**config.mk**
```make
export PLATFORM = sky130hd
export DESIGN_NAME = circle_row_span_bounds
export DESIGN_NICKNAME = d
export VERILOG_FILES = /design/src/rtl/core/crsb_pkg.sv /design/src/rtl/core/circle_row_span_bounds.sv /design/src/rtl/core/crsb_sqrt_step.sv
export SDC_FILE = /design/constraint.sdc
export NUM_CORES = 1
export LEC_CHECK = 0
export ABC_AREA = 1
export BUFFER_PORTS_ARGS = -buffer_cell sky130_fd_sc_hd__buf_2
export CORE_MARGIN = 1
export CORE_UTILIZATION = 50
export DETAILED_ROUTE_END_ITERATION = 6
export PLACE_DENSITY = 0.67
export SYNTH_ARGS = -nofsm -noshare
export SYNTH_HDL_FRONTEND = slang
export SYNTH_SLANG_ARGS = --single-unit
```
**constraint.sdc**
```tcl
create_clock -name clk -period 7.1 [get_ports clk]
set_clock_uncertainty 0.15 [all_clocks]
set_input_delay 0.355 -clock clk [delete_from_list [all_inputs] [get_ports clk]]
set_output_delay 0.355 -clock clk [all_outputs]
set_load 0.005 [all_outputs]
```
**src/rtl/core/crsb_pkg.sv**
```systemverilog
// shared constants and types for the circle row span pipeline
package crsb_pkg;

  localparam int RADIUS_BITS_DEF = 9;
  localparam int ROW_W           = 9;

  // control that travels alongside each item through the pipeline
  typedef struct packed {
    logic valid;
    logic ok;
  } crsb_ctl_t;

endpackage

```
**src/rtl/core/circle_row_span_bounds.sv**
```systemverilog
// Filled-circle row span generator. Takes one row offset per clock and, once the row has passed
// the pipeline, pulses done with the span of that row: left_x = r+1-ceil(s), right_x = r+1+floor(s),
// s = sqrt(2rh-h^2), for the upper row top_y = h and the mirrored row bottom_y = 2r+1-h.
// busy is always low; a new row may be started every cycle and the results come out in order,
// one per cycle, with no way to hold them off. The pipeline holds an input stage, a multiply
// stage, the square root, which resolves one root bit per pipeline stage, and an output stage.
// Rows of 0 or above the radius give row_ok low and all other fields zero. The user must write
// the radius through radius_we/radius only while no row is in flight; the block does not check.
module circle_row_span_bounds #(
  parameter int RADIUS_BITS = crsb_pkg::RADIUS_BITS_DEF
) (
  input  logic                         clk,
  input  logic                         rst,
  input  logic                         radius_we,
  input  logic [RADIUS_BITS-1:0]       radius,
  input  logic                         start,
  output logic                         busy,
  input  logic [crsb_pkg::ROW_W-1:0]   row,
  output logic                         done,
  output logic [RADIUS_BITS:0]         left_x,
  output logic [RADIUS_BITS:0]         right_x,
  output logic [crsb_pkg::ROW_W-1:0]   top_y,
  output logic [RADIUS_BITS:0]         bottom_y,
  output logic                         row_ok
);

  localparam int RB  = RADIUS_BITS;
  localparam int HW  = crsb_pkg::ROW_W;
  localparam int QW  = 2 * RB;
  localparam int W2  = RB + HW + 1;
  localparam int PW  = (QW > W2) ? QW : W2;
  localparam int LAT = RB + 3;

  logic [RB-1:0] rad;

  // stage 1: range check and 2r-h
  crsb_pkg::crsb_ctl_t s1_ctl;
  logic [HW-1:0]       s1_h;
  logic [RB:0]         s1_d;
  logic [W2-1:0]       d_wide;

  // stage 2: radicand
  crsb_pkg::crsb_ctl_t s2_ctl;
  logic [HW-1:0]       s2_h;
  logic [QW-1:0]       s2_q;
  logic [PW-1:0]       prod;

  // square root chain
  crsb_pkg::crsb_ctl_t ctl_a  [0:RB];
  logic [HW-1:0]       h_a    [0:RB];
  logic [QW-1:0]       q_a    [0:RB];
  logic [RB+1:0]       rem_a  [0:RB];
  logic [RB-1:0]       root_a [0:RB];

  // output stage
  logic [RB:0]   r_plus1;
  logic [RB:0]   fl;
  logic [RB:0]   cl;
  logic [W2-1:0] bot_wide;

  assign busy = 1'b0;

  always_ff @(posedge clk) begin
    if (rst) begin
      rad <= RB'(1);
    end else if (radius_we) begin
      rad <= radius;
    end
  end

  assign d_wide = W2'({rad, 1'b0}) - W2'(row);

  assign prod = PW'(s1_h) * PW'(s1_d);

  always_ff @(posedge clk) begin
    if (rst) begin
      s1_ctl.valid <= 1'b0;
      s2_ctl.valid <= 1'b0;
    end else begin
      s1_ctl.valid <= start && !busy;
      s2_ctl.valid <= s1_ctl.valid;
    end
    s1_ctl.ok <= (row != '0) && (W2'(row) <= W2'(rad));
    s1_h      <= row;
    s1_d      <= d_wide[RB:0];
    s2_ctl.ok <= s1_ctl.ok;
    s2_h      <= s1_h;
    s2_q      <= prod[QW-1:0];
  end

  assign ctl_a[0]  = s2_ctl;
  assign h_a[0]    = s2_h;
  assign q_a[0]    = s2_q;
  assign rem_a[0]  = '0;
  assign root_a[0] = '0;

  for (genvar i = 0; i < RB; i++) begin : g_sqrt
    crsb_sqrt_step #(
      .RADIUS_BITS (RB)
    ) u_step (
      .clk      (clk),
      .rst      (rst),
      .ctl_in   (ctl_a[i]),
      .h_in     (h_a[i]),
      .q_in     (q_a[i]),
      .rem_in   (rem_a[i]),
      .root_in  (root_a[i]),
      .ctl_out  (ctl_a[i+1]),
      .h_out    (h_a[i+1]),
      .q_out    (q_a[i+1]),
      .rem_out  (rem_a[i+1]),
      .root_out (root_a[i+1])
    );
  end

  // a nonzero remainder means the root was not exact, so ceil is one above floor
  assign r_plus1  = (RB+1)'(rad) + (RB+1)'(1);
  assign fl       = (RB+1)'(root_a[RB]);
  assign cl       = fl + (RB+1)'(rem_a[RB] != '0);
  assign bot_wide = W2'({rad, 1'b1}) - W2'(h_a[RB]);

  always_ff @(posedge clk) begin
    if (rst) begin
      done <= 1'b0;
    end else begin
      done <= ctl_a[RB].valid;
    end
  end

  always_ff @(posedge clk) begin
    row_ok <= ctl_a[RB].ok;
    if (ctl_a[RB].ok) begin
      left_x   <= r_plus1 - cl;
      right_x  <= r_plus1 + fl;
      top_y    <= h_a[RB];
      bottom_y <= bot_wide[RB:0];
    end else begin
      left_x   <= '0;
      right_x  <= '0;
      top_y    <= '0;
      bottom_y <= '0;
    end
  end

`ifndef ASSERT_OFF
  // every started row pulses done once it has passed the pipeline
  a_latency: assert property (@(posedge clk) disable iff (rst)
    start && !busy |-> ##LAT done)
    else $error("started row did not complete after pipeline latency");

  // no result without a matching start
  a_no_spurious: assert property (@(posedge clk) disable iff (rst)
    done |-> $past(start && !busy, LAT))
    else $error("result without a started row");

  // rejected rows carry zero fields
  a_zero_fields: assert property (@(posedge clk) disable iff (rst)
    done && !row_ok |-> left_x == '0 && right_x == '0 && top_y == '0 && bottom_y == '0)
    else $error("out of range row with nonzero fields");

  // a valid span never runs backwards and keeps the row it was started with
  a_span_order: assert property (@(posedge clk) disable iff (rst)
    done && row_ok |-> right_x >= left_x && top_y == $past(row, LAT))
    else $error("span edges out of order or row mismatch");
`endif

endmodule

```
**src/rtl/core/crsb_sqrt_step.sv**
```systemverilog
// one registered stage of the integer square root, one root bit per stage
module crsb_sqrt_step #(
  parameter int RADIUS_BITS = crsb_pkg::RADIUS_BITS_DEF
) (
  input  logic                         clk,
  input  logic                         rst,
  input  crsb_pkg::crsb_ctl_t          ctl_in,
  input  logic [crsb_pkg::ROW_W-1:0]   h_in,
  input  logic [2*RADIUS_BITS-1:0]     q_in,
  input  logic [RADIUS_BITS+1:0]       rem_in,
  input  logic [RADIUS_BITS-1:0]       root_in,
  output crsb_pkg::crsb_ctl_t          ctl_out,
  output logic [crsb_pkg::ROW_W-1:0]   h_out,
  output logic [2*RADIUS_BITS-1:0]     q_out,
  output logic [RADIUS_BITS+1:0]       rem_out,
  output logic [RADIUS_BITS-1:0]       root_out
);

  localparam int RB = RADIUS_BITS;

  logic [RB+1:0] rem_sh;
  logic [RB+1:0] trial;
  logic          take;

  // bring down the next two radicand bits and try root*4+1
  assign rem_sh = {rem_in[RB-1:0], q_in[2*RB-1 -: 2]};
  assign trial  = {root_in, 2'b01};
  assign take   = (rem_sh >= trial);

  always_ff @(posedge clk) begin
    if (rst) begin
      ctl_out.valid <= 1'b0;
    end else begin
      ctl_out.valid <= ctl_in.valid;
    end
    ctl_out.ok <= ctl_in.ok;
    h_out      <= h_in;
    q_out      <= {q_in[2*RB-3:0], 2'b00};
    rem_out    <= take ? (rem_sh - trial) : rem_sh;
    root_out   <= {root_in[RB-2:0], take};
  end

endmodule

```
==> impl_metrics.py, run 1 <==
metrics = {
    "critical_path": {
        "cp_data_arrival_time_ns": 4.57,
        "ff2ff_path_depth": 15,
        "cp.required_ns": 7.36,
        "rr_endpoint": "s2_q[16]$_DFF_P_",
        "end_kind": "flop",
        "crit_type": "flop to flop",
        "cp-start-kind": "flop",
        "path_max_fanout": 18,
        "reg2reg_from": "s1_d[0]$_DFF_P_",
        "rrSetupSlack_ns": 2.79,
    },
    "timing": {
        "max-slew-margin-rel_pct": 61.10,
        "final.min_clock_period_ns": 4.315,
        "hold_slack_ns": 0.02560,
        "maxSlewViolCount": 0,
        "fin_ws_ns": 2.785,
        "setup_tns_ns": 0,
        "post-route-period-util_pct": 60.77,
        "fmax_mhz": 231.8,
        "setup_viol": 0,
        "grt_setup_unrepaired": "false",
        "tightest_slew_ns": 0.5827,
        "hold_violations": 0,
    },
    "power": {
        "ir_drop_v": 0.0006184,
        "cellPowerDensity_mw_per_mm2": 510.2,
        "leakage_uw": 0.01052,
    },
    "layout": {
        "nets": 2334,
        "area_delta_synth_final_pct": 13.99,
        "diodes": 0,
        "n_fill_cell": 2921,
        "layout-drive-gt1-share_pct": 8.399,
    },
    "drt": {
        "wire_per_inst_um": 11.62,
        "ant_nets": 0,
        "vias_per_cell": 4.712,
        "drt_first_iter_violations": 472,
        "via_count": 12210,
        "firstDrtPassIters": 5,
        "drc": 0,
        "wl_um": 30110,
    },
    "cts": {
        "clock_sinks": 383,
        "insertion_delay_ns": 0.52,
        "cts_tree": "built",
        "cts-buffers-inserted": 40,
        "cts_resized": 0,
        "root_buffer": "clkbuf_16",
        "clk_path_buf_depth": 3,
        "postCtsSetupBuffers": 0,
        "htree_levels": 2,
        "path_clk_slew_ns": 0.06,
    },
    "synthesis": {
        "synth_cells": 2019,
        "synth_edf_count": 0,
        "ys_types": 45,
        "ys_ff_latch": 383,
        "synth.top_cells.by_area": "dfxtp_1, nand2_1, ha_1",
        "yosysTopAreaCell": "dfxtp_1",
        "avgSynthCellArea_um2": 8.418,
        "synth_warnings": 0,
        "synth_seq_area_share_pct": 45.11,
        "syn-cell-area_mm2": 0.01700,
        "dominantRegCellSynth": "dfxtp_1",
        "async_flop_share_pct": 0,
        "synth_top_area_share_pct": 45.11,
    },
    "grt": {
        "grt_usage_pct": 18.00,
        "grt_pass1_vias": 11980,
        "grt_pass1_wl_um": 52990,
        "overflow": 0,
        "grt_max_degree": 34,
        "antenna_found_initial": 0,
    },
    "run": {
        "drv_cap": 0,
    },
    "floorplanning": {
        "core-area_mm2": 0.03345,
        "die_width_um": 186.4,
        "rows": 67,
        "start_util_pct": 50.81,
        "die_y_um": 186.4,
        "io-pin-count": 64,
        "dieArea_mm2": 0.03473,
    },
    "place": {
        "numPortBuffers": 62,
        "place_congestion": 0.8891,
        "dp_hpwl_um": 23030,
        "pre_cts_ws_ns": 2.777,
    },
    "hold_path": {
        "whs_endpoint": "g_sqrt[7].u_step.ctl_out[1]$_SDFF_PP0_",
        "hold-path-cell-count": 2,
        "min_path_type": "primary input to flop",
        "hp-start": "rst",
    },
    "run_status": {
        "run_status": "finished clean",
    },
}
## what timing repair did
item                                    4_1_cts  5_1_grt
endpoints found under the hold margin        16        0
hold buffers                                 18        0
endpoints found under the setup margin        0        0
## layer usage
| layer | up-vias | global-route usage, % | part of all wire (%) |
|---|---|---|---|
| met2 | 234 | 32.49 | 49 |
| met1 | 5559 | 21.66 | 44 |
| met4 | 0 | 6.294 | 2.9 |
| met3 | 69 | 2.727 | 4.3 |
| met5 | - | 0 | 0 |
| li1 | 6347 | - | - |
## placed cells by master (no fill, tap or decap), types with 56 or more instances in the layout
| cell type | instances |
|---|---|
| buf_2 | 62 |
| nand2_1 | 478 |
| o21ai_0 | 56 |
| ha_1 | 139 |
| fa_1 | 61 |
| a21oi_1 | 87 |
| inv_1 | 410 |
| dfxtp_1 | 383 |
| nor2_1 | 113 |
| nand3_1 | 96 |
## sequential cells by signal (all words and copies together) (netlist names), 2 cells and up
register / flops
top_y: 9
s1_d: 10
s2_h: 8
ctl_a: 2
bottom_y: 10
right_x: 10
g_sqrt.u_step.h_out: 81
g_sqrt.u_step.q_out: 64
left_x: 10
s1_ctl: 2
rad: 9
g_sqrt.u_step.root_out: 45
s2_q: 18
g_sqrt.u_step.rem_out: 77
s1_h: 8
g_sqrt.u_step.ctl_out: 18
## through the flow
step           util [%]  area, um2  std cells  power (uW)
2_1_floorplan         -      17000       2020        6718
3_3_place_gp      52.99      17720       2500        7544
3_5_place_dp      52.99      17720       2500        7653
4_1_cts           57.92      19370       2591        9970
5_1_grt           57.92      19370       2591       10860
6_report          57.92      19370       2591        9885
## final cells by class
type / instances / area [um2] / share of cell area [%]
inverter: 416 / 1562 / 8.059
multi-input combinational: 1190 / 7616 / 39.31
timing repair buffer: 81 / 498.0 / 2.570
sequential: 383 / 7667 / 39.57
clock buffer: 47 / 1077 / 5.560
clock inverter: 26 / 394.1 / 2.034
tap: 448 / 560.5 / 2.893
## report_power, final
group          leakage (uW)  internal, uW  switching (uW)
combinational       0.00659          1730            2710
sequential          0.00321          2860             322
clock              0.000723          1420             837
## critical path, stage by stage, from the launching register on
cell and delay (ns):
dfxtp_1 0.69, nand2_1 0.16, fa_1 0.44, inv_1 0.08
fa_1 0.45, fa_1 0.55, inv_1 0.06, fa_1 0.53
inv_1 0.04, ha_1 0.33, a21oi_1 0.23, nor2_1 0.09
o21ai_0 0.21, nand3_1 0.10, nand2_1 0.06, nand2_1 0.04
## kinds of logic after synthesis
kind of cell | after synthesis | synth area share [%]
AO/OA/AOI/OAI | 186 | 6.147
other | 1 | 0.02206
flip-flops | 383 | 45.11
AND/OR/NAND/NOR | 754 | 18.68
buffers and inverters | 447 | 10.10
adder cells (fa/ha/maj) | 200 | 17.42
XOR/XNOR | 48 | 2.518
## Yosys cell counts, drive strengths merged, types with 5 or more instances
cell and count:
a21oi 93, buf 8, clkbuf 23, dfxtp 383, fa 61, ha 139, inv 416, nand2 490
nand3 99, nand3b 5, nand4 20, nor2 120, nor3 12, o21a 7, o21ai 67, o21bai 9
xnor2 14, xor2 34
## worst max-delay path by stage
stage,startpoint,to,slack [ns],cells after the start
after floorplan,s1_d[0]$_DFF_P_,s2_q[16]$_DFF_P_,2.90,17
after global placement,s1_d[0]$_DFF_P_,s2_q[16]$_DFF_P_,2.81,15
after detailed placement,s1_d[0]$_DFF_P_,s2_q[16]$_DFF_P_,2.78,15
after CTS,s1_d[0]$_DFF_P_,s2_q[16]$_DFF_P_,2.77,15
after global routing,s1_d[0]$_DFF_P_,s2_q[16]$_DFF_P_,2.46,15
final,s1_d[0]$_DFF_P_,s2_q[16]$_DFF_P_,2.79,15
No activity file was read; power rests on OpenSTA's default activity.
==> run 2, diff against run 1 <==
- PLACE_DENSITY: 0.67 -> 0.69
- clock period: 7.1 -> 3.6 ns (I/O delays scaled with it)
==> run 2 against run 1 <==
Effect of this change:
- largest power group unchanged
- critical endpoint is now s2_q[17]$_DFF_P_
- non-clock buffer count rose by 64
- largest cell class is now multi-input gates
- sequential power rose by 98%
- sequential cell count did not move
- via count rose by 2.2%
- the run now ends with setup timing left
- highest routed layer unchanged
- worst hold slack improved by 0.062 ns
- critical path type unchanged
==> impl_metrics.py, run 2 (synthesis results as in run 1) <==
metrics = {
    "timing": {
        "maxSlewViolCount": 0,
        "grt_setup_unrepaired": "true",
        "hold_violations": 0,
        "fin_ws_ns": -0.1626,
        "tightest_slew_ns": 0.5334,
        "max-slew-margin-rel_pct": 64.39,
        "setup_viol": 10,
        "hold_slack_ns": 0.08785,
        "final.min_clock_period_ns": 3.763,
        "post-route-period-util_pct": 104.5,
        "fmax_mhz": 265.8,
    },
    "cts": {
        "htree_levels": 2,
        "clock_sinks": 383,
        "path_clk_slew_ns": 0.06,
        "cts-buffers-inserted": 39,
        "cts_tree": "built",
        "root_buffer": "clkbuf_16",
        "clk_path_buf_depth": 3,
        "insertion_delay_ns": 0.53,
    },
    "critical_path": {
        "cp-start-kind": "flop",
        "ff2ff_path_depth": 17,
        "rrSetupSlack_ns": -0.16,
        "crit_end": "s2_q[17]$_DFF_P_",
        "cp_data_arrival_time_ns": 4.04,
        "reg2reg_from": "s1_h[5]$_DFF_P_",
        "crit_type": "flop to flop",
        "rr_endpoint": "s2_q[17]$_DFF_P_",
        "crit_start": "s1_h[5]$_DFF_P_",
        "cp.required_ns": 3.88,
        "path_max_fanout": 5,
        "end_kind": "flop",
    },
    "grt": {
        "grt_pass1_vias": 12320,
        "overflow": 0,
        "grt_pass1_wl_um": 55880,
        "grt_usage_pct": 19.21,
        "antenna_found_initial": 0,
        "grt_max_degree": 20,
    },
    "layout": {
        "nets": 2397,
        "multi_input_area_mm2": 0.007941,
        "final_common_cell": "nand2_1",
        "largest-register": "g_sqrt.u_step.h_out",
        "area_delta_synth_final_pct": 18.80,
        "fin_area_mm2": 0.02019,
        "n_fill_cell": 2792,
        "final_cell_mix": "nand2_1, inv_1, dfxtp_1, ha_1, nor2_1",
        "diodes": 0,
        "final-seq-area_mm2": 0.007727,
        "reg.largest.list": "g_sqrt.u_step.h_out x81, g_sqrt.u_step.rem_out x77, g_sqrt.u_step.q_out x64",
        "largest_register_ffs": 81,
        "layout-drive-gt1-share_pct": 14.30,
    },
    "run_status": {
        "violations": "setup timing",
        "run_status": "complete, but fails checks",
    },
    "place": {
        "place_congestion": 0.8761,
        "numPortBuffers": 62,
        "dpl_cell_area_mm2": 0.01817,
        "dp_hpwl_um": 24030,
    },
    "floorplanning": {
        "start_util_pct": 50.81,
        "dieArea_mm2": 0.03473,
        "io-pin-count": 64,
        "die_width_um": 186.4,
        "rows": 67,
        "die_y_um": 186.4,
        "core-area_mm2": 0.03345,
    },
    "drt": {
        "wl_um": 32230,
        "vias_per_cell": 4.708,
        "firstDrtPassIters": 5,
        "drc": 0,
        "via_count": 12480,
        "wire_per_inst_um": 12.16,
        "ant_nets": 0,
        "drt_first_iter_violations": 568,
    },
    "power": {
        "p_total_uw": 21810,
        "leakage_uw": 0.01081,
        "cellPowerDensity_mw_per_mm2": 1080,
        "ir_drop_v": 0.001230,
    },
    "run": {
        "drv_cap": 0,
    },
    "hold_path": {
        "min_path_type": "primary input to flop",
    },
}
-- run 2: layer usage --
layer  share of wire, %  global-route usage [%]
met3                4.0                   2.595
met4                1.9                   5.086
met1                 44                   23.48
met2                 50                   35.19
met5                  0                       0
-- run 2: timing repair --
action	CTS	global route
pin swaps	35	22
hold endpoints to repair	33	0
resized for setup	74	28
setup endpoints to repair	12	12
buffers inserted	4	5
cloned	0	0
hold buffers	30	0
-- run 2: final cells by class --
class	count	area share, %
clock buffer	45	5.143
clock inverter	24	1.642
tap	448	2.776
timing repair buffer	145	5.106
sequential	383	38.27
inverter	416	7.733
multi-input combinational	1190	39.33
-- run 2: where the power goes --
part	internal, uW	switching (uW)	total, uW
clock	2530	1650	4180
combinational	4930	6410	11300
sequential	5650	639	6290
total	13100	8700	21800
-- run 2: worst max-delay path, stage by stage (launching register included) --
cell     delay, ns
dfxtp_4       0.39
buf_6         0.13
nand2_4       0.05
fa_1          0.52
inv_2         0.05
fa_2          0.45
fa_1          0.53
inv_2         0.04
fa_1          0.51
inv_2         0.05
ha_4          0.31
nand2_4       0.07
inv_2         0.05
nand3_2       0.07
nor3_2        0.11
nand2_1       0.08
nand3_1       0.07
nand2_1       0.05
-- run 2: how the worst min path moves through the flow --
stage                           from                                  to  slack [ns]  depth (start not counted)
CTS                        radius_we                 rad[2]$_SDFFE_PP0P_        0.02                          3
finish                     radius_we                 rad[2]$_SDFFE_PP0P_        0.09                          3
global placement     s2_h[4]$_DFF_P_   g_sqrt[0].u_step.h_out[4]$_DFF_P_        0.16                          0
detailed placement  s2_q[14]$_DFF_P_  g_sqrt[0].u_step.q_out[16]$_DFF_P_        0.16                          0
global route               radius_we                 rad[2]$_SDFFE_PP0P_        0.12                          3
floorplan                     row[1]                     s1_h[1]$_DFF_P_        0.06                          0
-- run 2: through the flow --
stage / utilization [%] / setup slack, ns / TNS (ns) / cells
2_1_floorplan: - / -0.1309 / -0.8199 / 2020
3_3_place_gp: 54.31 / -0.4090 / -3.151 / 2543
3_5_place_dp: 54.31 / -0.4412 / -3.673 / 2543
4_1_cts: 60.02 / -0.1391 / -0.9678 / 2646
5_1_grt: 60.37 / -0.3441 / -2.849 / 2651
6_report: 60.37 / -0.1626 / -1.210 / 2651
==> run 3, diff against run 2 <==
- PLACE_DENSITY: 0.69 -> 0.76
==> run 3 against run 2 <==
Effect of this change:
- the run still ends with setup timing left
- register-to-register slack got worse by 0.04 ns
- power fell by 1.2%
- wire length rose by 2.8%
- non-clock buffer count fell by 2
- worst setup slack got worse by 0.039 ns
- via count rose by 2.0%
- maximum frequency fell by 1.0%
- first-iteration DRC count fell by 4.4%
- utilization fell by 0.28 points
- combinational power barely moved
- critical path depth did not move
- final cell count fell by 0.19%
==> impl_metrics.py, run 3 (synthesis results as in run 1) <==
metrics = {
    "run_status": {
        "run_status": "complete, but fails checks",
        "violations": "setup timing",
    },
    "cts": {
        "cts_tree": "built",
        "path_clk_slew_ns": 0.06,
        "htree_levels": 2,
        "insertion_delay_ns": 0.53,
        "clk_path_buf_depth": 3,
        "root_buffer": "clkbuf_16",
        "clock_sinks": 383,
        "cts-buffers-inserted": 38,
    },
    "critical_path": {
        "crit_chain": "buf_12 -> nand2_1 -> inv_1 -> fa_1 -> inv_1 -> fa_1 -> fa_1 -> fa_1 -> inv_1 -> ha_4 -> nand2_1 -> nand2_1 -> o21bai_1 -> a21oi_2 -> nand2_1 -> nand2_1 -> nand2_1",
        "end_kind": "flop",
        "ff2ff_path_depth": 17,
        "worst_path_most_repeated_cell": "nand2_1",
        "crit_type": "flop to flop",
        "reg2reg_from": "s1_d[9]$_DFF_P_",
        "cp.required_ns": 3.87,
        "critPathMaxStageDelay_ns": 0.55,
        "path_max_fanout": 5,
        "rr_endpoint": "s2_q[17]$_DFF_P_",
        "cp-start-kind": "flop",
        "cp_data_arrival_time_ns": 4.07,
        "rrSetupSlack_ns": -0.20,
        "cpMaxStageDelayCell": "fa_1",
    },
    "grt": {
        "overflow": 0,
        "antenna_found_initial": 0,
        "grt_pass1_wl_um": 57700,
        "grt_max_degree": 34,
        "grt_pass1_vias": 13010,
        "grt_usage_pct": 19.67,
    },
    "timing": {
        "setup_viol": 10,
        "setup_tns_ns": -1.227,
        "hold_violations": 0,
        "maxSlewViolCount": 0,
        "tightest_slew_ns": 0.4926,
        "post-route-period-util_pct": 105.6,
        "grt_setup_unrepaired": "true",
        "fin_ws_ns": -0.2019,
        "final.min_clock_period_ns": 3.802,
        "fmax_mhz": 263.0,
        "max-slew-margin-rel_pct": 66.81,
    },
    "floorplanning": {
        "io-pin-count": 64,
        "dieArea_mm2": 0.03473,
        "start_util_pct": 50.81,
        "rows": 67,
        "core-area_mm2": 0.03345,
        "die_y_um": 186.4,
        "die_width_um": 186.4,
    },
    "layout": {
        "layout-drive-gt1-share_pct": 13.79,
        "area_delta_synth_final_pct": 18.24,
        "n_fill_cell": 2753,
        "final_cell_mix": "nand2_1, inv_1, dfxtp_1, ha_1, nor2_1",
        "final_common_cell": "nand2_1",
        "diodes": 0,
        "reg.largest.list": "g_sqrt.u_step.h_out x81, g_sqrt.u_step.rem_out x77, g_sqrt.u_step.q_out x64",
        "largest-register": "g_sqrt.u_step.h_out",
        "largest_register_ffs": 81,
        "nets": 2394,
    },
    "drt": {
        "wl_um": 33120,
        "ant_nets": 0,
        "drt_first_iter_violations": 543,
        "firstDrtPassIters": 4,
        "via_count": 12740,
        "wire_per_inst_um": 12.52,
        "vias_per_cell": 4.813,
        "drc": 0,
    },
    "hold_path": {
        "hp-start": "radius_we",
        "whs_endpoint": "rad[3]$_SDFFE_PP0P_",
        "hold-path-cell-count": 3,
        "min_path_type": "primary input to flop",
    },
    "run": {
        "drv_cap": 0,
    },
    "place": {
        "numPortBuffers": 62,
        "place_congestion": 0.9170,
        "pre_cts_ws_ns": -0.4126,
        "dp_hpwl_um": 24060,
    },
    "power": {
        "leakage_uw": 0.01075,
        "p_total_uw": 21550,
        "ir_drop_v": 0.001673,
        "cellPowerDensity_mw_per_mm2": 1072,
    },
}
-- run 3: cell count changes in the layout (fill, tap and decap cells not counted), sizes merged --
cell,before,now
clkinv,15,5
clkbuf,45,52
bufinv,6,3
buf,115,113
inv,418,420
clkinvlp,1,2
-- run 3: worst max path at each step --
stage | start | end | slack, ns
6_report | s1_d[9]$_DFF_P_ | s2_q[17]$_DFF_P_ | -0.20
4_1_cts | s1_h[8]$_DFF_P_ | s2_q[17]$_DFF_P_ | -0.20
5_1_grt | s1_d[4]$_DFF_P_ | s2_q[14]$_DFF_P_ | -0.36
3_5_place_dp | s1_h[7]$_DFF_P_ | s2_q[17]$_DFF_P_ | -0.41
3_3_place_gp | s1_h[7]$_DFF_P_ | s2_q[17]$_DFF_P_ | -0.36
2_1_floorplan | s1_d[0]$_DFF_P_ | s2_q[17]$_DFF_P_ | -0.13
-- run 3: timing repair --
item                                   4_1_cts  5_1_grt
hold buffers                                30        0
buffers inserted                             1        6
setup endpoints to repair                   12       13
resized for setup                           56       41
pin swaps                                    3       35
endpoints found under the hold margin       33        0
-- run 3: layer usage --
layer,wire [um],vias to the layer above,part of all wire [%],GRT usage [%]
met1,14060,5891,42,22.75
met2,16650,258,50,36.04
met3,1325,95,4.0,3.084
met5,0,-,0,0
li1,-,6492,-,-
met4,1088,0,3.3,7.883
-- run 3: layout make-up --
cell class,count,area [um2],share of cell area (%)
Timing Repair Buffer,143,1045,5.199
Sequential cell,383,7731,38.47
Tap cell,448,560.5,2.789
Inverter,416,1562,7.770
Clock inverter,14,185.2,0.9214
Multi-Input combinational cell,1190,7919,39.40
Clock buffer,52,1095,5.448
-- run 3: worst max-delay path: cells and delay by family (launching register included) --
kind                       cells  cell delay [ns]
AOI/OAI and AO/OA              2             0.33
buffers and inverters          4             0.29
DFF                            1             0.36
and+or+nand+nor                6             0.34
adders and majority gates      5             2.23
-- run 3: per-stage QoR --
| stage | instance area (um2) | instances | utilization, % | hold WS (ns) |
|---|---|---|---|---|
| floorplan | 17200 | 2020 | - | 0.05772 |
| global placement | 18170 | 2543 | 54.31 | 0.1596 |
| detailed placement | 18170 | 2543 | 54.31 | 0.1621 |
| CTS | 19890 | 2640 | 59.45 | 0.008692 |
| global route | 20100 | 2646 | 60.08 | 0.09483 |
| finish | 20100 | 2646 | 60.08 | 0.06331 |
-- run 3: where the power goes --
part           total [uW]  internal, uW  switching [uW]  leakage, uW
clock network        3970          2370            1600     0.000627
registers            6300          5650             646      0.00322
logic               11300          4860            6420      0.00691
total               21500         12900            8660       0.0108
